--- src/crrl_pkg.sv ---
`timescale 1ns / 1ps

package crrl_pkg;

    localparam int TABLE_ENTRIES_DEF = 16;
    localparam int ADDR_W            = 32;
    localparam int LEN_W             = 8;
    localparam int TIME_W            = 32;
    localparam int WAIT_W            = 16;
    localparam int COUNT_W           = 16;
    localparam int LEFT_W            = 16;
    localparam int STATUS_W          = 2;
    localparam int IN_TDATA_W        = 72;
    localparam int OUT_TDATA_W       = 40;
    localparam logic [WAIT_W-1:0] WAIT_RESET = 16'd10;
    localparam logic [COUNT_W-1:0] COUNT_MAX = 16'hFFFF;

    typedef enum logic [STATUS_W-1:0] {
        ST_ACCEPT = 2'd0,
        ST_REJECT = 2'd1,
        ST_FULL   = 2'd2
    } status_t;

    typedef struct packed {
        logic [COUNT_W-1:0] count;
        logic [TIME_W-1:0]  stamp;
        logic [LEN_W-1:0]   len;
        logic [ADDR_W-1:0]  addr;
    } entry_t;

    localparam int ENTRY_W = $bits(entry_t);

    typedef struct packed {
        logic load;
        logic rd_en;
        logic eval;
        logic commit;
        logic emit;
    } cmd_t;

    typedef struct packed {
        logic out_free;
    } dp_stat_t;

endpackage

--- src/client_request_rate_limiter_core.sv ---
`timescale 1ns / 1ps

// Per-client request limiter over a table of TABLE_ENTRIES slots held in one RAM.
// The table RAM gives one entry per cycle with a registered read, so the scan reads
// every slot once and checks the last slot in the cycle after its read. That scan
// expires old entries, finds a live match and finds the lowest free slot. The commit
// state then writes the chosen slot back and loads the result. The next request is
// accepted in the cycle after the result is loaded, so a new request is not taken
// before the last one's result is loaded. A result that still waits for m_tready
// holds off the next load, and the next acceptance, until it leaves. Result status:
// 0 accepted and recorded, 1 rejected as too soon (with repeat count and seconds
// left), 2 accepted but table full. cfg_wdata sets the wait in seconds (reset 10).
// Write it only while no request is in flight. The table is empty after reset.
module client_request_rate_limiter_core #(
    parameter int TABLE_ENTRIES = crrl_pkg::TABLE_ENTRIES_DEF
) (
    input  logic                             clk,
    input  logic                             rst_n,
    input  logic                             cfg_we,
    input  logic [crrl_pkg::WAIT_W-1:0]      cfg_wdata,
    input  logic                             s_tvalid,
    output logic                             s_tready,
    // client_addr[31:0], addr_len[39:32], now_seconds[71:40]
    input  logic [crrl_pkg::IN_TDATA_W-1:0]  s_tdata,
    output logic                             m_tvalid,
    input  logic                             m_tready,
    // status[1:0], repeat_count[17:2], time_left[33:18], zero[39:34]
    output logic [crrl_pkg::OUT_TDATA_W-1:0] m_tdata
);

    localparam int IDX_W = $clog2(TABLE_ENTRIES);

    crrl_pkg::cmd_t     cmd;
    crrl_pkg::dp_stat_t stat;
    logic [IDX_W-1:0]   rd_idx;
    logic [IDX_W-1:0]   eval_idx;

    crrl_ctrl #(
        .TABLE_ENTRIES (TABLE_ENTRIES)
    ) u_ctrl (
        .clk      (clk),
        .rst_n    (rst_n),
        .s_tvalid (s_tvalid),
        .s_tready (s_tready),
        .stat     (stat),
        .cmd      (cmd),
        .rd_idx   (rd_idx),
        .eval_idx (eval_idx)
    );

    crrl_dp #(
        .TABLE_ENTRIES (TABLE_ENTRIES)
    ) u_dp (
        .clk       (clk),
        .rst_n     (rst_n),
        .cfg_we    (cfg_we),
        .cfg_wdata (cfg_wdata),
        .s_tdata   (s_tdata),
        .m_tvalid  (m_tvalid),
        .m_tready  (m_tready),
        .m_tdata   (m_tdata),
        .cmd       (cmd),
        .stat      (stat),
        .rd_idx    (rd_idx),
        .eval_idx  (eval_idx)
    );

    a_busy_after_accept: assert property (@(posedge clk) disable iff (!rst_n)
        (s_tvalid && s_tready) |=> !s_tready)
        else $error("request accepted while another is in flight");

    a_status_code: assert property (@(posedge clk) disable iff (!rst_n)
        m_tvalid |-> (m_tdata[1:0] == crrl_pkg::ST_ACCEPT ||
                      m_tdata[1:0] == crrl_pkg::ST_REJECT ||
                      m_tdata[1:0] == crrl_pkg::ST_FULL))
        else $error("undefined result status");

    a_accept_zero: assert property (@(posedge clk) disable iff (!rst_n)
        (m_tvalid && m_tdata[1:0] != crrl_pkg::ST_REJECT) |-> (m_tdata[33:2] == '0))
        else $error("accepted result carries count or wait");

    a_reject_left: assert property (@(posedge clk) disable iff (!rst_n)
        (m_tvalid && m_tdata[1:0] == crrl_pkg::ST_REJECT) |-> (m_tdata[33:18] != '0))
        else $error("rejected result with no time left");

endmodule

--- src/crrl_ram.sv ---
`timescale 1ns / 1ps

module crrl_ram #(
    parameter int WIDTH = crrl_pkg::ENTRY_W,
    parameter int DEPTH = crrl_pkg::TABLE_ENTRIES_DEF
) (
    input  logic                     clk,
    input  logic                     we,
    input  logic [$clog2(DEPTH)-1:0] waddr,
    input  logic [WIDTH-1:0]         wdata,
    input  logic                     re,
    input  logic [$clog2(DEPTH)-1:0] raddr,
    output logic [WIDTH-1:0]         rdata
);

    logic [WIDTH-1:0] mem_reg [DEPTH];
    logic [WIDTH-1:0] rdata_reg;

    always_ff @(posedge clk)
    begin
        if (we)
        begin
            mem_reg[waddr] <= wdata;
        end
        if (re)
        begin
            rdata_reg <= mem_reg[raddr];
        end
    end

    assign rdata = rdata_reg;

endmodule

--- src/crrl_ctrl.sv ---
`timescale 1ns / 1ps

module crrl_ctrl #(
    parameter int TABLE_ENTRIES = crrl_pkg::TABLE_ENTRIES_DEF
) (
    input  logic                             clk,
    input  logic                             rst_n,
    input  logic                             s_tvalid,
    output logic                             s_tready,
    input  crrl_pkg::dp_stat_t               stat,
    output crrl_pkg::cmd_t                   cmd,
    output logic [$clog2(TABLE_ENTRIES)-1:0] rd_idx,
    output logic [$clog2(TABLE_ENTRIES)-1:0] eval_idx
);

    localparam int IDX_W = $clog2(TABLE_ENTRIES);
    localparam logic [IDX_W-1:0] LAST_IDX = IDX_W'(TABLE_ENTRIES - 1);

    typedef enum logic [2:0] {
        S_IDLE,
        S_SCAN,
        S_DRAIN,
        S_COMMIT,
        S_DONE
    } state_t;

    state_t            state_reg, state_next;
    logic [IDX_W-1:0]  rd_idx_reg, rd_idx_next;
    logic [IDX_W-1:0]  eval_idx_reg, eval_idx_next;
    logic              eval_reg, eval_next;

    always_comb
    begin
        state_next    = state_reg;
        rd_idx_next   = rd_idx_reg;
        eval_idx_next = eval_idx_reg;
        eval_next     = 1'b0;
        cmd           = '0;
        cmd.eval      = eval_reg;
        unique case (state_reg)
            S_IDLE:
            begin
                if (s_tvalid)
                begin
                    cmd.load    = 1'b1;
                    rd_idx_next = '0;
                    state_next  = S_SCAN;
                end
            end
            S_SCAN:
            begin
                cmd.rd_en     = 1'b1;
                eval_next     = 1'b1;
                eval_idx_next = rd_idx_reg;
                if (rd_idx_reg == LAST_IDX)
                begin
                    state_next = S_DRAIN;
                end
                else
                begin
                    rd_idx_next = rd_idx_reg + IDX_W'(1);
                end
            end
            S_DRAIN:
            begin
                state_next = S_COMMIT;
            end
            S_COMMIT:
            begin
                cmd.commit = 1'b1;
                if (stat.out_free)
                begin
                    cmd.emit   = 1'b1;
                    state_next = S_IDLE;
                end
                else
                begin
                    state_next = S_DONE;
                end
            end
            S_DONE:
            begin
                if (stat.out_free)
                begin
                    cmd.emit   = 1'b1;
                    state_next = S_IDLE;
                end
            end
            default:
            begin
                state_next = S_IDLE;
            end
        endcase
    end

    always_ff @(posedge clk or negedge rst_n)
    begin
        if (!rst_n)
        begin
            state_reg    <= S_IDLE;
            rd_idx_reg   <= '0;
            eval_idx_reg <= '0;
            eval_reg     <= 1'b0;
        end
        else
        begin
            state_reg    <= state_next;
            rd_idx_reg   <= rd_idx_next;
            eval_idx_reg <= eval_idx_next;
            eval_reg     <= eval_next;
        end
    end

    assign s_tready = (state_reg == S_IDLE);
    assign rd_idx   = rd_idx_reg;
    assign eval_idx = eval_idx_reg;

endmodule

--- src/crrl_dp.sv ---
`timescale 1ns / 1ps

module crrl_dp #(
    parameter int TABLE_ENTRIES = crrl_pkg::TABLE_ENTRIES_DEF
) (
    input  logic                                  clk,
    input  logic                                  rst_n,
    input  logic                                  cfg_we,
    input  logic [crrl_pkg::WAIT_W-1:0]           cfg_wdata,
    input  logic [crrl_pkg::IN_TDATA_W-1:0]       s_tdata,
    output logic                                  m_tvalid,
    input  logic                                  m_tready,
    output logic [crrl_pkg::OUT_TDATA_W-1:0]      m_tdata,
    input  crrl_pkg::cmd_t                        cmd,
    output crrl_pkg::dp_stat_t                    stat,
    input  logic [$clog2(TABLE_ENTRIES)-1:0]      rd_idx,
    input  logic [$clog2(TABLE_ENTRIES)-1:0]      eval_idx
);

    localparam int IDX_W = $clog2(TABLE_ENTRIES);

    logic [crrl_pkg::WAIT_W-1:0]   wait_reg;
    logic [TABLE_ENTRIES-1:0]      valid_reg, valid_next;
    logic [crrl_pkg::ADDR_W-1:0]   addr_reg;
    logic [crrl_pkg::LEN_W-1:0]    len_reg;
    logic [crrl_pkg::TIME_W-1:0]   now_reg;
    logic                          hit_reg;
    logic [IDX_W-1:0]              hit_idx_reg;
    logic [crrl_pkg::COUNT_W-1:0]  hit_count_reg;
    logic [crrl_pkg::TIME_W-1:0]   hit_time_reg;
    logic [crrl_pkg::LEFT_W-1:0]   hit_left_reg;
    logic                          free_reg;
    logic [IDX_W-1:0]              free_idx_reg;
    logic                          out_valid_reg;
    crrl_pkg::status_t             out_status_reg;
    logic [crrl_pkg::COUNT_W-1:0]  out_count_reg;
    logic [crrl_pkg::LEFT_W-1:0]   out_left_reg;

    logic [crrl_pkg::ENTRY_W-1:0]  rd_data;
    crrl_pkg::entry_t              ent;
    crrl_pkg::entry_t              wr_ent;
    logic                          wr_en;
    logic [IDX_W-1:0]              wr_idx;
    logic [crrl_pkg::TIME_W-1:0]   age;
    logic                          live;
    logic                          expired;
    logic                          match;
    crrl_pkg::status_t             res_status;
    logic [crrl_pkg::COUNT_W-1:0]  res_count;
    logic [crrl_pkg::LEFT_W-1:0]   res_left;

    crrl_ram #(
        .WIDTH (crrl_pkg::ENTRY_W),
        .DEPTH (TABLE_ENTRIES)
    ) u_table (
        .clk   (clk),
        .we    (wr_en),
        .waddr (wr_idx),
        .wdata (wr_ent),
        .re    (cmd.rd_en),
        .raddr (rd_idx),
        .rdata (rd_data)
    );

    assign ent     = crrl_pkg::entry_t'(rd_data);
    assign age     = now_reg - ent.stamp;
    assign live    = valid_reg[eval_idx];
    assign expired = (age >= {{(crrl_pkg::TIME_W - crrl_pkg::WAIT_W){1'b0}}, wait_reg});
    assign match   = (ent.addr == addr_reg) && (ent.len == len_reg);

    always_comb
    begin
        valid_next = valid_reg;
        if (cmd.eval && live && expired)
        begin
            valid_next[eval_idx] = 1'b0;
        end
        if (cmd.commit && !hit_reg && free_reg)
        begin
            valid_next[free_idx_reg] = 1'b1;
        end
    end

    always_comb
    begin
        wr_en  = cmd.commit && (hit_reg || free_reg);
        wr_idx = hit_reg ? hit_idx_reg : free_idx_reg;
        wr_ent.addr  = addr_reg;
        wr_ent.len   = len_reg;
        wr_ent.stamp = hit_reg ? hit_time_reg : now_reg;
        wr_ent.count = hit_reg ? hit_count_reg : '0;
    end

    always_comb
    begin
        res_count = '0;
        res_left  = '0;
        if (hit_reg)
        begin
            res_status = crrl_pkg::ST_REJECT;
            res_count  = hit_count_reg;
            res_left   = hit_left_reg;
        end
        else if (free_reg)
        begin
            res_status = crrl_pkg::ST_ACCEPT;
        end
        else
        begin
            res_status = crrl_pkg::ST_FULL;
        end
    end

    always_ff @(posedge clk or negedge rst_n)
    begin
        if (!rst_n)
        begin
            wait_reg      <= crrl_pkg::WAIT_RESET;
            valid_reg     <= '0;
            hit_reg       <= 1'b0;
            free_reg      <= 1'b0;
            out_valid_reg <= 1'b0;
        end
        else
        begin
            if (cfg_we)
            begin
                wait_reg <= cfg_wdata;
            end
            valid_reg <= valid_next;
            if (cmd.load)
            begin
                hit_reg  <= 1'b0;
                free_reg <= 1'b0;
            end
            else if (cmd.eval)
            begin
                if (live && !expired && match)
                begin
                    hit_reg <= 1'b1;
                end
                if ((!live || expired) && !free_reg)
                begin
                    free_reg <= 1'b1;
                end
            end
            if (cmd.emit)
            begin
                out_valid_reg <= 1'b1;
            end
            else if (m_tready)
            begin
                out_valid_reg <= 1'b0;
            end
        end
    end

    always_ff @(posedge clk)
    begin
        if (cmd.load)
        begin
            addr_reg <= s_tdata[crrl_pkg::ADDR_W-1:0];
            len_reg  <= s_tdata[crrl_pkg::ADDR_W +: crrl_pkg::LEN_W];
            now_reg  <= s_tdata[crrl_pkg::ADDR_W + crrl_pkg::LEN_W +: crrl_pkg::TIME_W];
        end
        if (cmd.eval && live && !expired && match && !hit_reg)
        begin
            hit_idx_reg   <= eval_idx;
            hit_time_reg  <= ent.stamp;
            hit_count_reg <= (ent.count == crrl_pkg::COUNT_MAX) ? ent.count
                                                                : ent.count + 16'd1;
            hit_left_reg  <= wait_reg - age[crrl_pkg::LEFT_W-1:0];
        end
        if (cmd.eval && (!live || expired) && !free_reg)
        begin
            free_idx_reg <= eval_idx;
        end
        if (cmd.emit)
        begin
            out_status_reg <= res_status;
            out_count_reg  <= res_count;
            out_left_reg   <= res_left;
        end
    end

    assign stat.out_free = !out_valid_reg || m_tready;
    assign m_tvalid      = out_valid_reg;
    assign m_tdata       = {6'b0, out_left_reg, out_count_reg, out_status_reg};

endmodule
--- config.mk ---
export PLATFORM = sky130hd
export DESIGN_NAME = client_request_rate_limiter_core
export DESIGN_NICKNAME = d
export VERILOG_FILES = /design/src/crrl_pkg.sv /design/src/client_request_rate_limiter_core.sv /design/src/crrl_ram.sv /design/src/crrl_ctrl.sv /design/src/crrl_dp.sv
export SDC_FILE = /design/constraint.sdc
export NUM_CORES = 2
export LEC_CHECK = 0
export ABC_AREA = 1
export BUFFER_PORTS_ARGS = -buffer_cell sky130_fd_sc_hd__buf_2
export CORE_UTILIZATION = 61
export CTS_CLUSTER_DIAMETER = 120
export DETAILED_ROUTE_END_ITERATION = 6
export PLACE_DENSITY = 0.78
export SETUP_SLACK_MARGIN = 0.5
export SYNTH_ARGS = -nofsm -noshare
export SYNTH_HDL_FRONTEND = slang
export SYNTH_SLANG_ARGS = --single-unit
--- constraint.sdc ---
create_clock -name clk -period 8.1 [get_ports clk]
set_input_delay 1.215 -clock clk [delete_from_list [all_inputs] [get_ports clk]]
set_output_delay 1.215 -clock clk [all_outputs]
set_load 0.01 [all_outputs]
==> run metrics <==
Worst Path Max Fanout 46; starting density of the core 61.7%; Routed WL 180,000 um; Placer Congestion 0.955; failing checks capacitance limit; Hold Fails Final Rpt 0; cts bufs inserted between 150 and 200; post-CTS setup buffer count 0; Placed Instance Area 71,900 um^2; Setup Skew 0.0350 ns; gr ovfl total 0; CP endpoint kind register; final setup violation count 0; clk sinks 1,721; pre-CTS setup slack 3.29 ns; max_cap viols 1; final worst path period share between 60 and 70%; Lkg Pwr 27.7 nW; Vias 45,900; Die Span Y around 340 um; pin count of the biggest net entering global routing roughly 230; pwr dens 334 nW/um^2; Worst Hold Class register to register; crit path time final ~5.0 ns; Via density roughly 6.3; Worst VDD drop about 0.26 mV; Core Rows 123; RSZ-0062 raised after global routing no; Setup crit start kind register; first-pass GRT wire length 269,000 um; met3 wire length slightly above 20,000 um; layout cells sized above 1 about a tenth; vias in the first global route 44,800; final net count 5,766; DIE AREA ~120,000 um^2; Gate Count Post-Synth around 5,500; FMAX 0.200 GHz; core area roughly 110,000 um^2; Clock transition at path regs 0.06 ns; Clk Latency, worst-skew pair 0.79 ns; Clock Tree Root clkbuf_16; routed metal-1 wire length 67,500 um; data required time at the worst endpoint 8.49 ns; Seq/Total Area, Yosys around three quarters; final core occ between 60% and 70%; CTS Hold Bufs 0; Slew Limit Fails 0; Cell Int Power approximately 0.017 W; status finished, violations left; initial antenna violation count 1; DR top layer met4; detailed-router iteration count before antenna repair 6; I/O Pins 135; Cell Count, Final, Fillers Out 7,246; Yosys cell types 53; synthesized area per cell roughly 13 um^2; Sw Share between 30% and 40%; Placed Cells ~6,900; DP HPWL 92,500 um; Yosys reg bits 1,721; WL/cell 24.8 um; I/O Buffers 128; Clock Tree Buf Depth 3; Ys Warns 0; max FFs per register 1,408; final worst setup slack 3.09 ns; DR iter-0 viols 6,767; cell area after layout 77,200 um^2; Slew @ Worst Pin ~1.5 ns; Die Wd 340 um; critical path class register to register; Post-CTS Resized 0; CTS tree built; NetSw 0.00873 W; synth-to-layout area growth 10.8%; gr usage total between 30 and 40%; met2 routed WL around 86,000 um; Clock power frac 29.3%; post-route setup TNS 0 ns; number of remaining DRC errors 0; Flop pwr share 44.1%; combinational power share 26.6%; Netlist Area Pre-Place 69,700 um^2; Slew HR less than 1%; Async S/R FF share, synth ~2.7%; Main synth FF type edfxtp_1; EDFF count, synth 1,674; H-tree Lvls 4; CP arrival 5.40 ns; ANT nets after route 0
==> critical path, cell delays in order (launching register included) <==
cell	delay (ns)
edfxtp_1	0.62
inv_1	0.21
nor2_1	0.05
inv_1	0.08
nand2_1	0.06
a211o_1	0.23
nor4_1	0.45
nand2_1	0.11
nor3_1	1.13
nand4_1	0.29
nor2_4	0.65
buf_4	0.69
==> area by class of cell <==
class / instances / area, um^2
Sequential cell: 1721 / 51500
Fill cell: 7621 / 35700
Multi-Input combinational cell: 3207 / 16100
Clock buffer: 208 / 4450
Tap cell: 1500 / 1880
Timing Repair Buffer: 192 / 1270
Inverter: 318 / 1220
Clock inverter: 99 / 875
Antenna cell: 1 / 2.50
==> per-stage QoR <==
| step | hold slack [ns] | total power [W] |
|---|---|---|
| 2_1_floorplan | 0.426 | 0.0161 |
| 3_3_place_gp | 0.431 | 0.0181 |
| 3_5_place_dp | 0.433 | 0.0182 |
| 4_1_cts | 0.440 | 0.0257 |
| 5_1_grt | 0.447 | 0.0269 |
| 6_report | 0.443 | 0.0258 |
==> synthesized netlist by cell type, types with 3 or more instances <==
library cell     n  area, um^2
nand3_2         14         140
nor2_2          15        93.8
edfxtp_1      1674       50300
xnor2_1          9        78.8
nor3_1          24         120
xor2_1          38         333
nand4_1        106         663
inv_2           18        67.6
nand2_2         12        75.1
buf_4            7        52.6
a31oi_1          4        25.0
nand2_1       1115        4190
buf_1            6        22.5
a21oi_1        260        1300
a22oi_1          4        30.0
or2_2           19         119
o21bai_1         5        37.5
ha_1            64         801
o221ai_1        69         604
nand3b_1         5        37.5
clkinv_1         3        11.3
o21ai_0        505        2530
clkbuf_1       268        1010
dfrtp_1         45        1130
inv_1          297        1110
o22ai_1        108         676
a221oi_1       106         928
buf_2           14        70.1
nand3_1        205        1030
nor2_1         477        1790
nor4_1          11        68.8
==> final timing paths <==
kind	from	to	slack, ns	cells after the start
min	u_dp.u_table.rdata[44]	u_dp.hit_time_reg[4]	0.44	0
max	u_dp.len_reg[7]	u_dp.hit_time_reg[11]	3.09	11
max in group asynchronous	rst_n	u_ctrl.rd_idx[0]	6.86	2
max reg2reg	u_dp.len_reg[7]	u_dp.hit_time_reg[11]	3.09	11
min in group asynchronous	rst_n	u_dp.wait_reg[9]	0.59	2
min reg2reg	u_dp.u_table.rdata[44]	u_dp.hit_time_reg[4]	0.44	0
==> power groups by stage <==
stage,Combinational (W),Clock (W),Sequential [W]
5_1_grt,0.00754,0.00795,0.0114
6_report,0.00686,0.00756,0.0114
3_5_place_dp,0.00669,0,0.0115
2_1_floorplan,0.00467,0,0.0114
3_3_place_gp,0.00654,0,0.0115
4_1_cts,0.00676,0.00759,0.0114
==> cells in the final DEF, fill, tap and decap left out, types with 5 or more instances in the layout <==
master and n:
buf_12 12, nor2_2 15, nor3_1 23, xnor2_1 9, a21oi_1 260, edfxtp_1 1674, nand3b_1 5, inv_1 293
nand2_1 1114, xor2_1 38, nor2_4 21, o21ai_0 505, clkinv_8 5, dfrtp_1 40, conb_1 6, o22ai_1 108
nor4_1 10, bufinv_16 10, nand2_2 12, clkbuf_1 34, inv_2 16, o221ai_1 69, nand3_1 205, buf_2 128
nand4_1 106, nand3_2 14, a221oi_1 106, buf_4 52, o21bai_1 5, clkbuf_16 171, clkinv_1 41, clkinvlp_4 6
ha_1 64, nor2_1 458, or2_2 19, clkinv_2 30
==> per-layer routing <==
metal / GRT usage [%] / vias up
li1: - / 20200
met1: 43.2 / 22300
met2: 49.4 / 2980
met3: 5.35 / 467
met4: 11.7 / 0
met5: 0 / -
==> logic make-up after synthesis <==
logic type	Yosys count	synth area share, %
AO/OA/AOI/OAI	1073	8.93
flip-flops	1721	73.8
adder cells (fa/ha/maj)	66	1.21
XOR/XNOR	47	0.591
AND/OR/NAND/NOR	2015	12.1
buffers and inverters	614	3.38
other	1	0.00538
Note: power is estimated with default switching activity, not from simulation.
